### src/design/utld_pkg.sv
package utld_pkg;

	localparam int unsigned EPOCH_YEAR_DEF = 1970;

	localparam int unsigned TS_W   = 32;
	localparam int unsigned OFF_W  = 5;
	localparam int unsigned YEAR_W = 12;
	localparam int unsigned MON_W  = 4;
	localparam int unsigned DAY_W  = 5;
	localparam int unsigned HOUR_W = 5;
	localparam int unsigned MIN_W  = 6;
	localparam int unsigned SEC_W  = 6;

	localparam int unsigned S_TDATA_W = 40;
	localparam int unsigned M_TDATA_W = 40;

	// shared reciprocal divider
	localparam logic [25:0] DAY_RECIP    = 26'd50903317;  // 2^35 / 675, rounded up
	localparam logic [9:0]  DAY_DIV_HI   = 10'd675;       // 86400 >> 7
	localparam logic [15:0] DIV60_RECIP  = 16'd34953;     // 2^19 / 15, rounded up
	localparam logic [16:0] SECS_PER_MIN = 17'd60;
	localparam int unsigned CNT_W = 2;
	localparam logic [CNT_W-1:0] DAY_STEPS = 2'd2;
	localparam logic [CNT_W-1:0] SEC_STEPS = 2'd2;
	localparam logic [CNT_W-1:0] MIN_STEPS = 2'd2;

	// divider phase codes
	localparam logic [1:0] DIVP_DAY = 2'd0;
	localparam logic [1:0] DIVP_SEC = 2'd1;
	localparam logic [1:0] DIVP_MIN = 2'd2;

	localparam logic [6:0] HOURS_PER_DAY = 7'd24;
	localparam logic [MON_W-1:0] MONTHS_PER_YEAR = 4'd12;

	typedef struct packed {
		logic       ld;
		logic       div_step;
		logic [1:0] div_phase;
		logic       year_step;
		logic       month_step;
		logic       adjust;
		logic       out_load;
	} cmd_t;

	typedef struct packed {
		logic div_last;
		logic year_fit;
		logic month_fit;
	} sts_t;

	typedef struct packed {
		logic [SEC_W-1:0]  second;
		logic [MIN_W-1:0]  minute;
		logic [HOUR_W-1:0] hour;
		logic [DAY_W-1:0]  day_of_month;
		logic [MON_W-1:0]  month;
		logic [YEAR_W-1:0] year;
	} out_t;

endpackage

### src/design/utld_ctrl.sv
module utld_ctrl (
	input  logic            clk,
	input  logic            arst_n,
	input  logic            s_tvalid,
	output logic            s_tready,
	output logic            m_tvalid,
	input  logic            m_tready,
	input  utld_pkg::sts_t  sts,
	output utld_pkg::cmd_t  cmd
);

	localparam logic [2:0] ST_IDLE  = 3'd0;
	localparam logic [2:0] ST_DDAY  = 3'd1;
	localparam logic [2:0] ST_DSEC  = 3'd2;
	localparam logic [2:0] ST_DMIN  = 3'd3;
	localparam logic [2:0] ST_YEAR  = 3'd4;
	localparam logic [2:0] ST_MONTH = 3'd5;
	localparam logic [2:0] ST_ADJ   = 3'd6;
	localparam logic [2:0] ST_DONE  = 3'd7;

	logic [2:0] state_q, state_d;
	logic       out_valid_q;
	logic       out_free;

	assign s_tready = (state_q == ST_IDLE);
	assign m_tvalid = out_valid_q;
	assign out_free = !out_valid_q || m_tready;

	always_comb begin
		state_d        = state_q;
		cmd            = '0;
		cmd.div_phase  = utld_pkg::DIVP_DAY;
		unique case (state_q)
			ST_IDLE: begin
				if (s_tvalid) begin
					cmd.ld  = 1'b1;
					state_d = ST_DDAY;
				end
			end
			ST_DDAY: begin
				cmd.div_step = 1'b1;
				if (sts.div_last) state_d = ST_DSEC;
			end
			ST_DSEC: begin
				cmd.div_step  = 1'b1;
				cmd.div_phase = utld_pkg::DIVP_SEC;
				if (sts.div_last) state_d = ST_DMIN;
			end
			ST_DMIN: begin
				cmd.div_step  = 1'b1;
				cmd.div_phase = utld_pkg::DIVP_MIN;
				if (sts.div_last) state_d = ST_YEAR;
			end
			ST_YEAR: begin
				cmd.year_step = 1'b1;
				if (sts.year_fit) state_d = ST_MONTH;
			end
			ST_MONTH: begin
				cmd.month_step = 1'b1;
				if (sts.month_fit) state_d = ST_ADJ;
			end
			ST_ADJ: begin
				cmd.adjust = 1'b1;
				state_d    = ST_DONE;
			end
			ST_DONE: begin
				if (out_free) begin
					cmd.out_load = 1'b1;
					state_d      = ST_IDLE;
				end
			end
			default: state_d = ST_IDLE;
		endcase
	end

	always_ff @(posedge clk or negedge arst_n) begin
		if (!arst_n) begin
			state_q     <= ST_IDLE;
			out_valid_q <= 1'b0;
		end else begin
			state_q <= state_d;
			if (cmd.out_load) out_valid_q <= 1'b1;
			else if (m_tready) out_valid_q <= 1'b0;
		end
	end

endmodule

### src/design/utld_dp.sv
module utld_dp #(
	parameter int unsigned EPOCH_YEAR = utld_pkg::EPOCH_YEAR_DEF
) (
	input  logic                          clk,
	input  logic                          arst_n,
	input  utld_pkg::cmd_t                cmd,
	input  logic [utld_pkg::TS_W-1:0]     unix_seconds,
	input  logic [utld_pkg::OFF_W-1:0]    utc_offset_hours,
	output utld_pkg::sts_t                sts,
	output utld_pkg::out_t                res
);

	localparam logic [utld_pkg::YEAR_W-1:0] YEAR_INIT = utld_pkg::YEAR_W'(EPOCH_YEAR);
	localparam logic [1:0] C4_INIT   = 2'(EPOCH_YEAR % 4);
	localparam logic [6:0] C100_INIT = 7'(EPOCH_YEAR % 100);
	localparam logic [8:0] C400_INIT = 9'(EPOCH_YEAR % 400);

	function automatic logic [4:0] mdays(input logic [3:0] m, input logic leap);
		logic [4:0] d;
		case (m)
			4'd2:                      d = leap ? 5'd29 : 5'd28;
			4'd4, 4'd6, 4'd9, 4'd11:   d = 5'd30;
			default:                   d = 5'd31;
		endcase
		return d;
	endfunction

	// divider: multiply by the reciprocal, then restore the remainder
	logic [31:0]                    dvd_q;
	logic [15:0]                    qt_q;
	logic [utld_pkg::CNT_W-1:0]     cnt_q;
	logic                           by_day;
	logic [24:0]                    mul_a;
	logic [25:0]                    mul_b;
	logic [50:0]                    prod;
	logic [24:0]                    day_back;
	logic [9:0]                     day_rem;
	logic [16:0]                    min_back;
	logic [5:0]                     min_rem;

	// calendar working registers
	logic [15:0]                        days_q;
	logic [utld_pkg::YEAR_W-1:0]        year_q;
	logic [utld_pkg::MON_W-1:0]         month_q;
	logic [utld_pkg::HOUR_W-1:0]        hour_q;
	logic [utld_pkg::MIN_W-1:0]         minute_q;
	logic [utld_pkg::SEC_W-1:0]         second_q;
	logic [utld_pkg::OFF_W-1:0]         off_q;
	logic [1:0]                         c4_q;
	logic [6:0]                         c100_q;
	logic [8:0]                         c400_q;
	logic [utld_pkg::DAY_W-1:0]         day_q;

	logic                               leap;
	logic [8:0]                         ylen;
	logic [4:0]                         mlen;
	logic [utld_pkg::MON_W-1:0]         prev_m;
	logic [4:0]                         prev_len;
	logic [4:0]                         day0;
	logic signed [6:0]                  hsum;

	// days: (ts >> 7) / 675; minutes and hours: (x >> 2) / 15
	assign by_day   = (cmd.div_phase == utld_pkg::DIVP_DAY);
	assign mul_a    = by_day ? dvd_q[31:7] : {10'd0, dvd_q[16:2]};
	assign mul_b    = by_day ? utld_pkg::DAY_RECIP : {10'd0, utld_pkg::DIV60_RECIP};
	assign prod     = {26'd0, mul_a} * {25'd0, mul_b};
	assign day_back = {9'd0, qt_q} * {15'd0, utld_pkg::DAY_DIV_HI};
	assign day_rem  = 10'(dvd_q[31:7] - day_back);
	assign min_back = {6'd0, qt_q[10:0]} * utld_pkg::SECS_PER_MIN;
	assign min_rem  = 6'(dvd_q[16:0] - min_back);

	assign leap = (c400_q == 9'd0) || ((c4_q == 2'd0) && (c100_q != 7'd0));
	assign ylen = leap ? 9'd366 : 9'd365;
	assign mlen = mdays(month_q, leap);
	assign prev_m   = (month_q == 4'd1) ? utld_pkg::MONTHS_PER_YEAR : (month_q - 4'd1);
	assign prev_len = mdays(prev_m, leap);
	assign day0 = days_q[4:0] + 5'd1;
	assign hsum = $signed({2'b00, hour_q}) + $signed({{2{off_q[4]}}, off_q});

	assign sts.div_last  = (cnt_q == utld_pkg::CNT_W'(1));
	assign sts.year_fit  = (days_q < {7'd0, ylen});
	assign sts.month_fit = (days_q < {11'd0, mlen}) || (month_q >= utld_pkg::MONTHS_PER_YEAR);

	always_ff @(posedge clk or negedge arst_n) begin
		if (!arst_n) begin
			cnt_q <= '0;
		end else if (cmd.ld) begin
			cnt_q <= utld_pkg::DAY_STEPS;
		end else if (cmd.div_step) begin
			if (sts.div_last) begin
				case (cmd.div_phase)
					utld_pkg::DIVP_DAY: cnt_q <= utld_pkg::SEC_STEPS;
					utld_pkg::DIVP_SEC: cnt_q <= utld_pkg::MIN_STEPS;
					default:            cnt_q <= '0;
				endcase
			end else begin
				cnt_q <= cnt_q - utld_pkg::CNT_W'(1);
			end
		end
	end

	always_ff @(posedge clk) begin
		if (cmd.ld) begin
			dvd_q   <= unix_seconds;
			off_q   <= utc_offset_hours;
			year_q  <= YEAR_INIT;
			month_q <= 4'd1;
			c4_q    <= C4_INIT;
			c100_q  <= C100_INIT;
			c400_q  <= C400_INIT;
		end else if (cmd.div_step) begin
			if (sts.div_last) begin
				case (cmd.div_phase)
					utld_pkg::DIVP_DAY: begin
						days_q <= qt_q;
						dvd_q  <= {15'd0, day_rem, dvd_q[6:0]};
					end
					utld_pkg::DIVP_SEC: begin
						second_q <= min_rem;
						dvd_q    <= {21'd0, qt_q[10:0]};
					end
					default: begin
						minute_q <= min_rem;
						hour_q   <= qt_q[4:0];
					end
				endcase
			end else begin
				qt_q <= by_day ? prod[50:35] : {5'd0, prod[29:19]};
			end
		end else if (cmd.year_step && !sts.year_fit) begin
			days_q <= days_q - {7'd0, ylen};
			year_q <= year_q + 12'd1;
			c4_q   <= c4_q + 2'd1;
			c100_q <= (c100_q == 7'd99) ? 7'd0 : (c100_q + 7'd1);
			c400_q <= (c400_q == 9'd399) ? 9'd0 : (c400_q + 9'd1);
		end else if (cmd.month_step && !sts.month_fit) begin
			days_q  <= days_q - {11'd0, mlen};
			month_q <= month_q + 4'd1;
		end else if (cmd.adjust) begin
			if (hsum >= $signed(utld_pkg::HOURS_PER_DAY)) begin
				hour_q <= 5'(hsum - $signed(utld_pkg::HOURS_PER_DAY));
				if (day0 >= mlen) begin
					day_q <= 5'd1;
					if (month_q >= utld_pkg::MONTHS_PER_YEAR) begin
						month_q <= 4'd1;
						year_q  <= year_q + 12'd1;
					end else begin
						month_q <= month_q + 4'd1;
					end
				end else begin
					day_q <= day0 + 5'd1;
				end
			end else if (hsum[6]) begin
				hour_q <= 5'(hsum + $signed(utld_pkg::HOURS_PER_DAY));
				if (day0 == 5'd1) begin
					month_q <= prev_m;
					day_q   <= prev_len;
					if (month_q == 4'd1) year_q <= year_q - 12'd1;
				end else begin
					day_q <= day0 - 5'd1;
				end
			end else begin
				hour_q <= hsum[4:0];
				day_q  <= day0;
			end
		end
	end

	// output register, loaded once the previous result has left
	always_ff @(posedge clk) begin
		if (cmd.out_load) begin
			res.year         <= year_q;
			res.month        <= month_q;
			res.day_of_month <= day_q;
			res.hour         <= hour_q;
			res.minute       <= minute_q;
			res.second       <= second_q;
		end
	end

endmodule

### src/design/unix_time_to_local_datetime.sv
// Converts a 32-bit Unix timestamp plus a whole-hour UTC offset into the local
// Gregorian date and time. One item is worked on at a time; s_tready is high
// only while the block is idle. After acceptance the divisions run first; then
// the whole years since EPOCH_YEAR (at most about 136) are peeled off the day
// count one per cycle, then the months (at most 11) one per cycle. The three
// divisions by fixed constants (days, then minutes, then hours) are each a
// multiply by a reciprocal followed by restoring the remainder. The offset is
// then applied, and the result goes to the output register once it is free.
// The result sits in an output register, so the next item is accepted while a
// finished result still waits for m_tready. Offsets of -16..15 are all applied;
// the date moves by at most one day either way, and the year wraps modulo 4096.
module unix_time_to_local_datetime #(
	parameter int unsigned EPOCH_YEAR = utld_pkg::EPOCH_YEAR_DEF
) (
	input  logic                              clk,
	input  logic                              arst_n,
	input  logic                              s_tvalid,
	output logic                              s_tready,
	// [31:0] unix_seconds, [36:32] utc_offset_hours, [39:37] zero
	input  logic [utld_pkg::S_TDATA_W-1:0]    s_tdata,
	output logic                              m_tvalid,
	input  logic                              m_tready,
	// [11:0] year, [15:12] month, [20:16] day_of_month, [25:21] hour,
	// [31:26] minute, [37:32] second, [39:38] zero
	output logic [utld_pkg::M_TDATA_W-1:0]    m_tdata
);

	utld_pkg::cmd_t cmd;
	utld_pkg::sts_t sts;
	utld_pkg::out_t res;

	// sequencer: divide, peel years, peel months, apply offset, hand off
	utld_ctrl u_ctrl (
		.clk      (clk),
		.arst_n   (arst_n),
		.s_tvalid (s_tvalid),
		.s_tready (s_tready),
		.m_tvalid (m_tvalid),
		.m_tready (m_tready),
		.sts      (sts),
		.cmd      (cmd)
	);

	// divider, calendar registers and output register
	utld_dp #(
		.EPOCH_YEAR (EPOCH_YEAR)
	) u_dp (
		.clk              (clk),
		.arst_n           (arst_n),
		.cmd              (cmd),
		.unix_seconds     (s_tdata[31:0]),
		.utc_offset_hours (s_tdata[36:32]),
		.sts              (sts),
		.res              (res)
	);

	// pack the result fields from the lowest bit up
	assign m_tdata = {2'b00, res.second, res.minute, res.hour, res.day_of_month,
	                  res.month, res.year};

	// one item in flight: an accepted item blocks the next one
	a_one_item: assert property (@(posedge clk) disable iff (!arst_n)
		(s_tvalid && s_tready) |=> !s_tready)
		else $error("input accepted while an item is still in work");

	// a delivered month is always a real month
	a_month: assert property (@(posedge clk) disable iff (!arst_n)
		m_tvalid |-> (res.month != 4'd0) && (res.month <= utld_pkg::MONTHS_PER_YEAR))
		else $error("month out of range");

	// a delivered day is never zero
	a_day: assert property (@(posedge clk) disable iff (!arst_n)
		m_tvalid |-> (res.day_of_month != 5'd0))
		else $error("day of month is zero");

	// the offset adjustment always lands inside the day
	a_hour: assert property (@(posedge clk) disable iff (!arst_n)
		m_tvalid |-> (res.hour < 5'd24))
		else $error("hour out of range");

endmodule

### config.mk
export PLATFORM = sky130hd
export DESIGN_NAME = unix_time_to_local_datetime
export DESIGN_NICKNAME = d
export VERILOG_FILES = /design/src/design/utld_pkg.sv /design/src/design/utld_ctrl.sv /design/src/design/utld_dp.sv /design/src/design/unix_time_to_local_datetime.sv
export SDC_FILE = /design/constraint.sdc
export NUM_CORES = 1
export LEC_CHECK = 0
export ABC_AREA = 1
export BUFFER_PORTS_ARGS = -buffer_cell sky130_fd_sc_hd__buf_2
export CORE_MARGIN = 2
export CORE_UTILIZATION = 45
export DETAILED_ROUTE_END_ITERATION = 7
export HOLD_SLACK_MARGIN = 0.03
export PLACE_DENSITY_LB_ADDON = 0.1
export REMOVE_ABC_BUFFERS = 1
export SETUP_SLACK_MARGIN = 0.05
export SYNTH_ARGS = -nofsm -noshare
export SYNTH_HDL_FRONTEND = slang
export SYNTH_HIERARCHICAL = 1
export SYNTH_SLANG_ARGS = --single-unit
export TNS_END_PERCENT = 50
### constraint.sdc
create_clock -name clk -period 8.35 [get_ports clk]
set_input_delay 0 -clock clk [delete_from_list [all_inputs] [get_ports clk]]
set_output_delay 0 -clock clk [all_outputs]
set_load 0.02 [all_outputs]
==> results of run 1 <==
==> state kept, by name, summed over array words and instances, names as in the netlist, 3 cells and up <==
register / flops
u_dp/qt_q: 16
u_dp/c400_q: 9
u_dp/res: 38
u_dp/year_q: 12
u_dp/off_q: 5
u_dp/month_q: 4
u_dp/second_q: 6
u_dp/days_q: 16
u_dp/minute_q: 6
u_dp/c100_q: 7
u_dp/hour_q: 5
u_dp/day_q: 5
u_ctrl/state_q: 3
u_dp/dvd_q: 32
==> critical path: stages (launching register included) <==
cell and delay, ns:
dfrtp_1 0.46, inv_1 0.10, nand2_1 0.13, nor2_1 0.10
inv_1 0.10, nand2_2 0.21, buf_4 0.28, nor2_1 0.36
inv_1 0.15, fa_1 0.63, inv_1 0.06, ha_1 0.31
fa_1 0.48, fa_1 0.50, inv_1 0.06, fa_1 0.51
fa_1 0.53, fa_1 0.61, inv_1 0.06, ha_1 0.35
a21oi_1 0.32, o21ai_0 0.19, a21oi_1 0.23, o21ai_0 0.17
a21o_1 0.20, nand2_1 0.05, nand2_1 0.05, o21ai_0 0.27
==> final cells by class <==
type	count	area share (%)
repair buffers	161	4.32
flip-flops and latches	169	18.4
clock buffers	17	1.66
inverters	704	10.3
multi-input cells	1929	61.3
well taps	680	3.33
clock inverters	15	0.621
==> stage by stage <==
stage / std cells / setup slack [ns] / utilization (%)
6_report: 3675 / 0.671 / 50.1
2_1_floorplan: 2802 / 1.30 / -
4_1_cts: 3675 / 0.691 / 50.1
5_1_grt: 3675 / 0.239 / 50.1
3_5_place_dp: 3604 / 0.702 / 48.2
3_3_place_gp: 3604 / 0.889 / 48.2
==> Yosys cell counts, types with 29 or more instances <==
| master | count | area, sq um |
|---|---|---|
| a21oi_1 | 118 | 591 |
| edfxtp_1 | 129 | 3870 |
| dfxtp_1 | 34 | 681 |
| nor3_1 | 32 | 160 |
| nand2_1 | 447 | 1680 |
| clkbuf_1 | 29 | 109 |
| nor2_1 | 245 | 920 |
| xor2_1 | 44 | 385 |
| o21ai_0 | 106 | 531 |
| fa_1 | 231 | 4620 |
| nand3_1 | 113 | 566 |
| inv_1 | 691 | 2590 |
| ha_1 | 368 | 4600 |
==> path summary, 6_finish.rpt <==
check / startpoint / end / cells after the start
setup / recovery: u_ctrl/state_q[0] / u_dp/qt_q[7] / 27
hold / removal: s_tdata[9] / u_dp/dvd_q[9] / 3
min in group asynchronous: arst_n / u_dp/cnt_q[0] / 3
hold reg to reg: u_dp/second_q[4] / u_dp/res[36] / 0
max in group asynchronous: arst_n / u_ctrl/state_q[0] / 3
setup reg to reg: u_ctrl/state_q[0] / u_dp/qt_q[7] / 27
==> placed cells by master, fill, tap and decap left out, types with 13 or more instances in the layout <==
cell type and n:
a21oi_1 118, buf_2 80, buf_4 42, clkbuf_16 17
conb_1 30, dfxtp_1 34, dlygate4sd3_1 39, edfxtp_1 129
fa_1 231, ha_1 368, inv_1 691, nand2_1 447
nand2_2 16, nand3_1 113, nand4_1 13, nor2_1 243
nor3_1 31, o21ai_0 106, xnor2_1 22, xor2_1 44
==> layer usage <==
layer	GRT usage, %	wire (um)	up-vias	share of wire (%)
met3	2.40	2390	74	3.8
met2	43.9	31600	401	50
met4	6.85	1500	0	2.4
li1	-	-	9109	-
met5	0	0	-	0
met1	30.8	27600	8901	44
==> cells by family after synthesis <==
kind of cell	share of synthesized area (%)
compound gates	7.54
xor+xnor	2.63
fa+ha+maj	39.8
buf+inv	12.5
flops	20.3
other cells	0.0486
simple gates	17.2
==> summary.txt, run 1 <==
Global routing
  – Grt total ovfl: 0
  – First-pass GRT wire length: 101 mm
  – Vias in the first global route: 18979
  – Largest net degree at the start of global routing: 39
  – Total GRT Usage: 24.3%
  – Initial antenna violation count: 0

Yosys
  – Top FF cell, synth: edfxtp_1
  – FF+latch count, synth: 169
  – Synth Warn #: 6
  – Synthesized area per cell: 8.20 sq um
  – Number of synthesized flops with an enable pin: 129
  – Mapped cell area: 0.0232 sq mm
  – Yosys cell types: 58
  – Post-synthesis sequential area ratio: 20.3%
  – Ys async rst share: 3.55%
  – Post-Syn Instances: 2826

Drt
  – Drt initial violations: 1067
  – Vias/cell: 5.03
  – DRC: 0
  – Drt total wl: 63.1 mm
  – DR WL/cell: 17.2 um
  – Router iterations before antenna repair: 5
  – Vias: 18485
  – Routed Antenna Nets: 0

Cells and area
  – Final Cell Area: 0.0256 sq mm
  – Area occupied by multi-input gates: 0.0157 sq mm
  – Area delta synth->final: 10.3%
  – Share of cells above drive strength 1: 7.65%
  – Fillers: 4985
  – # diodes: 0
  – Register area: 0.00470 sq mm
  – Nets: 3625

CTS
  – # hold bufs at CTS: 39
  – Root buffer cell: clkbuf_16
  – Post-CTS Setup Inserts: 0
  – CTS tree: built
  – CTS Buf Count: 17
  – Htree depth: 4
  – Sink Count: 169
  – Clock Path Buffers: 2
  – Latest clock arrival within the worst-skew pair: 0.45 ns
  – Clk pin slew, worst setup/hold paths: 0.08 ns
  – PostCTS Resize Cnt: 0

STA
  – Min Tclk post-route: 7.68 ns
  – RSZ-0062 raised after global routing: false
  – Final hold violation count: 0
  – Max_slew headroom: 29.8%
  – Final setup fails: 0
  – Final hold slack: 0.0840 ns
  – Worst-Margin Slew: 1.05 ns
  – Skew final: 0.0161 ns
  – Post-route clock period utilization: 92.0%
  – Final TNS setup: 0 ns
  – Max Transition Viols Final: 0
  – Fmax: 0.130 GHz

Place
  – Dpl cell area: 0.0246 sq mm
  – Port Buffer Count: 80
  – DP HPWL: 54.4 mm
  – GP Congestion: 0.989

Die
  – Core ar.: 0.0511 sq mm
  – Die width: 231 um
  – IO Count: 86
  – Die ar.: 0.0534 sq mm
  – # rows: 83
  – Initial Utilization: 45.4%
  – Die Y: 231 um

Critical path
  – Critical path class: register to register
  – Critical Path RT: 8.60 ns
  – Critical Path AT: 7.93 ns
  – Crit-path max FO: 16
  – Critical path capture point type: register
  – Flop2flop setup slack: 0.67 ns
  – CP Launch Type: register

Min path
  – Min-delay worst type: primary input to register

Flow run
  – Max Cap Viol: 0

Run status
  – Status: finished clean
Power of run 1 is not shown: default switching activity piles up to over one toggle a cycle in this logic, so the estimate is an artifact.
==> run 2, diff against run 1 <==
--- a/config.mk
+++ b/config.mk
@@ -9,6 +9,7 @@
 export BUFFER_PORTS_ARGS = -buffer_cell sky130_fd_sc_hd__buf_2
 export CORE_MARGIN = 2
 export CORE_UTILIZATION = 45
+export CTS_BUF_LIST = sky130_fd_sc_hd__clkbuf_8
 export DETAILED_ROUTE_END_ITERATION = 7
 export HOLD_SLACK_MARGIN = 0.03
 export PLACE_DENSITY_LB_ADDON = 0.1
==> run 2 against run 1 <==
Against the previous run:
- clock-buffer cell count unchanged
- critical endpoint is now u_dp/qt_q[4]
- global-route usage decreased by 0.057 points
- core utilization decreased by 0.35 points
- wire length decreased by 0.22%
- clock skew increased by 0.0083 ns
- critical path type unchanged
- non-clock buffer count increased by 1
==> summary.txt, run 2 (same netlist as run 1, synthesis figures left out) <==
Cells and area
  – Share of cells above drive strength 1: 7.64% (about the same)
  – Fillers: 5015 (+0.60%)
  – Area occupied by multi-input gates: 0.0157 sq mm (unchanged)
  – Most flops, register: u_dp/res
  – Nets: 3626 (+0.028%)
  – Number of flip-flops in the largest register: 38 (unchanged)
  – Most frequent cells in the layout: inv_1 (691), nand2_1 (447), ha_1 (368)
  – Register area: 0.00470 sq mm (unchanged)
  – Commonest non-fill, non-tap cell in the layout: inv_1
  – Top flop regs: u_dp/res x38, u_dp/dvd_q x32
  – Area delta synth->final: 9.56%

CTS
  – Clk pin slew, worst setup/hold paths: 0.10 ns (+0.02 ns)
  – Root buffer cell: clkbuf_8
  – # hold bufs at CTS: 40 (+2.6%)
  – Sink Count: 169 (unchanged)
  – Latest clock arrival within the worst-skew pair: 0.50 ns (+0.05 ns)
  – Htree depth: 4 (unchanged)
  – CTS tree: built
  – Post-CTS Setup Inserts: 0 (unchanged)
  – PostCTS Resize Cnt: 0 (unchanged)
  – Clock Path Buffers: 2 (unchanged)
  – CTS Buf Count: 17 (unchanged)

Critical path
  – Slowest cell on the critical path: fa_1
  – RR Startpoint: u_ctrl/state_q[0]
  – Critical Path Max Stage Delay: 0.56 ns (-0.07 ns)
  – CP dominant cell by count: inv_1
  – Critical Path AT: 7.91 ns (-0.02 ns)
  – Flop2flop setup slack: 0.67 ns (about the same)
  – CP Launch Point: u_ctrl/state_q[0]
  – Critical Path RT: 8.58 ns (-0.02 ns)
  – Reg2Reg Depth: 29 (+7.4%)
  – CP Launch Type: register
  – Critical path class: register to register
  – Critical path capture point type: register
  – Crit-path max FO: 13 (-3)
  – Worst R2R End: u_dp/qt_q[4]

Place
  – Port Buffer Count: 80 (unchanged)
  – GP Congestion: 0.989 (unchanged)
  – DP HPWL: 54.4 mm (unchanged)

Drt
  – Vias/cell: 5.03 (about the same)
  – Drt initial violations: 1026 (-3.8%)
  – Routed Antenna Nets: 0 (unchanged)
  – DRC: 0 (unchanged)
  – Router iterations before antenna repair: 5 (unchanged)
  – Vias: 18485 (unchanged)
  – Drt total wl: 63.0 mm (-0.22%)
  – DR WL/cell: 17.1 um (-0.28%)

Die
  – # rows: 83 (unchanged)
  – IO Count: 86 (unchanged)
  – Die Y: 231 um (unchanged)
  – Die ar.: 0.0534 sq mm (unchanged)
  – Die width: 231 um (unchanged)
  – Initial Utilization: 45.4% (unchanged)
  – Core ar.: 0.0511 sq mm (unchanged)

STA
  – Final TNS setup: 0 ns (unchanged)
  – Max Transition Viols Final: 0 (unchanged)
  – Worst-Margin Slew: 1.05 ns (+0.000537 ns)
  – Fmax: 0.130 GHz (about the same)
  – Min Tclk post-route: 7.68 ns (-0.000890 ns)
  – Final hold violation count: 0 (unchanged)
  – Skew final: 0.0243 ns (+0.00829 ns)
  – Post-route clock period utilization: 92.0% (about the same)
  – RSZ-0062 raised after global routing: false
  – Max_slew headroom: 29.8% (-0.036 points)
  – Final setup fails: 0 (unchanged)

Global routing
  – Largest net degree at the start of global routing: 39 (unchanged)
  – Total GRT Usage: 24.3% (-0.057 points)
  – Vias in the first global route: 18986 (+0.037%)
  – Grt total ovfl: 0 (unchanged)
  – Initial antenna violation count: 0 (unchanged)
  – First-pass GRT wire length: 101 mm (-0.14%)

Min path
  – Worst Hold End: u_ctrl/state_q[2]
  – Hold Startpoint: s_tvalid
  – Cell count of the worst hold path: 7 (+4)
  – Min-delay worst type: primary input to register

Flow run
  – Max Cap Viol: 0 (unchanged)

Run status
  – Status: finished clean
-- run 2: cell count changes in the layout (fill, tap and decap cells not counted), sizes merged --
cell,previous run,this run
diode,0,1
dlygate4sd3,39,40
-- run 2: area by class of cell --
| class | count | share of cell area, % |
|---|---|---|
| Multi-Input combinational cell | 1929 | 61.8 |
| Sequential cell | 169 | 18.5 |
| Inverter | 704 | 10.4 |
| Timing Repair Buffer | 162 | 4.39 |
| Tap cell | 680 | 3.35 |
| Clock buffer | 17 | 0.921 |
| Clock inverter | 15 | 0.626 |
| Antenna cell | 1 | 0.00985 |
-- run 2: worst max path at each step --
stage	to	slack [ns]	cells after the start
floorplan	u_dp/qt_q[1]	1.30	31
global placement	u_dp/qt_q[4]	0.89	28
detailed placement	u_dp/qt_q[7]	0.70	27
CTS	u_dp/qt_q[7]	0.68	27
global route	u_dp/qt_q[7]	0.23	30
finish	u_dp/qt_q[4]	0.67	29
-- run 2: metrics by stage --
stage	std cells	hold slack (ns)	utilization, %	setup slack, ns	instance area, sq um
finish	3677	0.0751	49.7	0.672	25400
global route	3676	0.106	49.7	0.234	25400
CTS	3676	0.0326	49.7	0.683	25400
detailed placement	3604	-0.163	48.2	0.702	24600
global placement	3604	-0.161	48.2	0.889	24600
floorplan	2802	-0.296	-	1.30	23000
-- run 2: critical path, delay by kind of cell, from the launching register on --
family	cells	cell delay (ns)
and+or+nand+nor	7	1.22
buffers and inverters	9	1.03
adders and majority gates	8	3.64
DFF	1	0.46
AOI/OAI and AO/OA	5	1.07
-- run 2: metal layers --
metal  wire length, um  track usage, %
met1             27800            30.7
met2             31400            43.6
met3              2160            2.78
met4              1610            6.73
met5                 0               0
Power of run 2 is left out for the same reason.
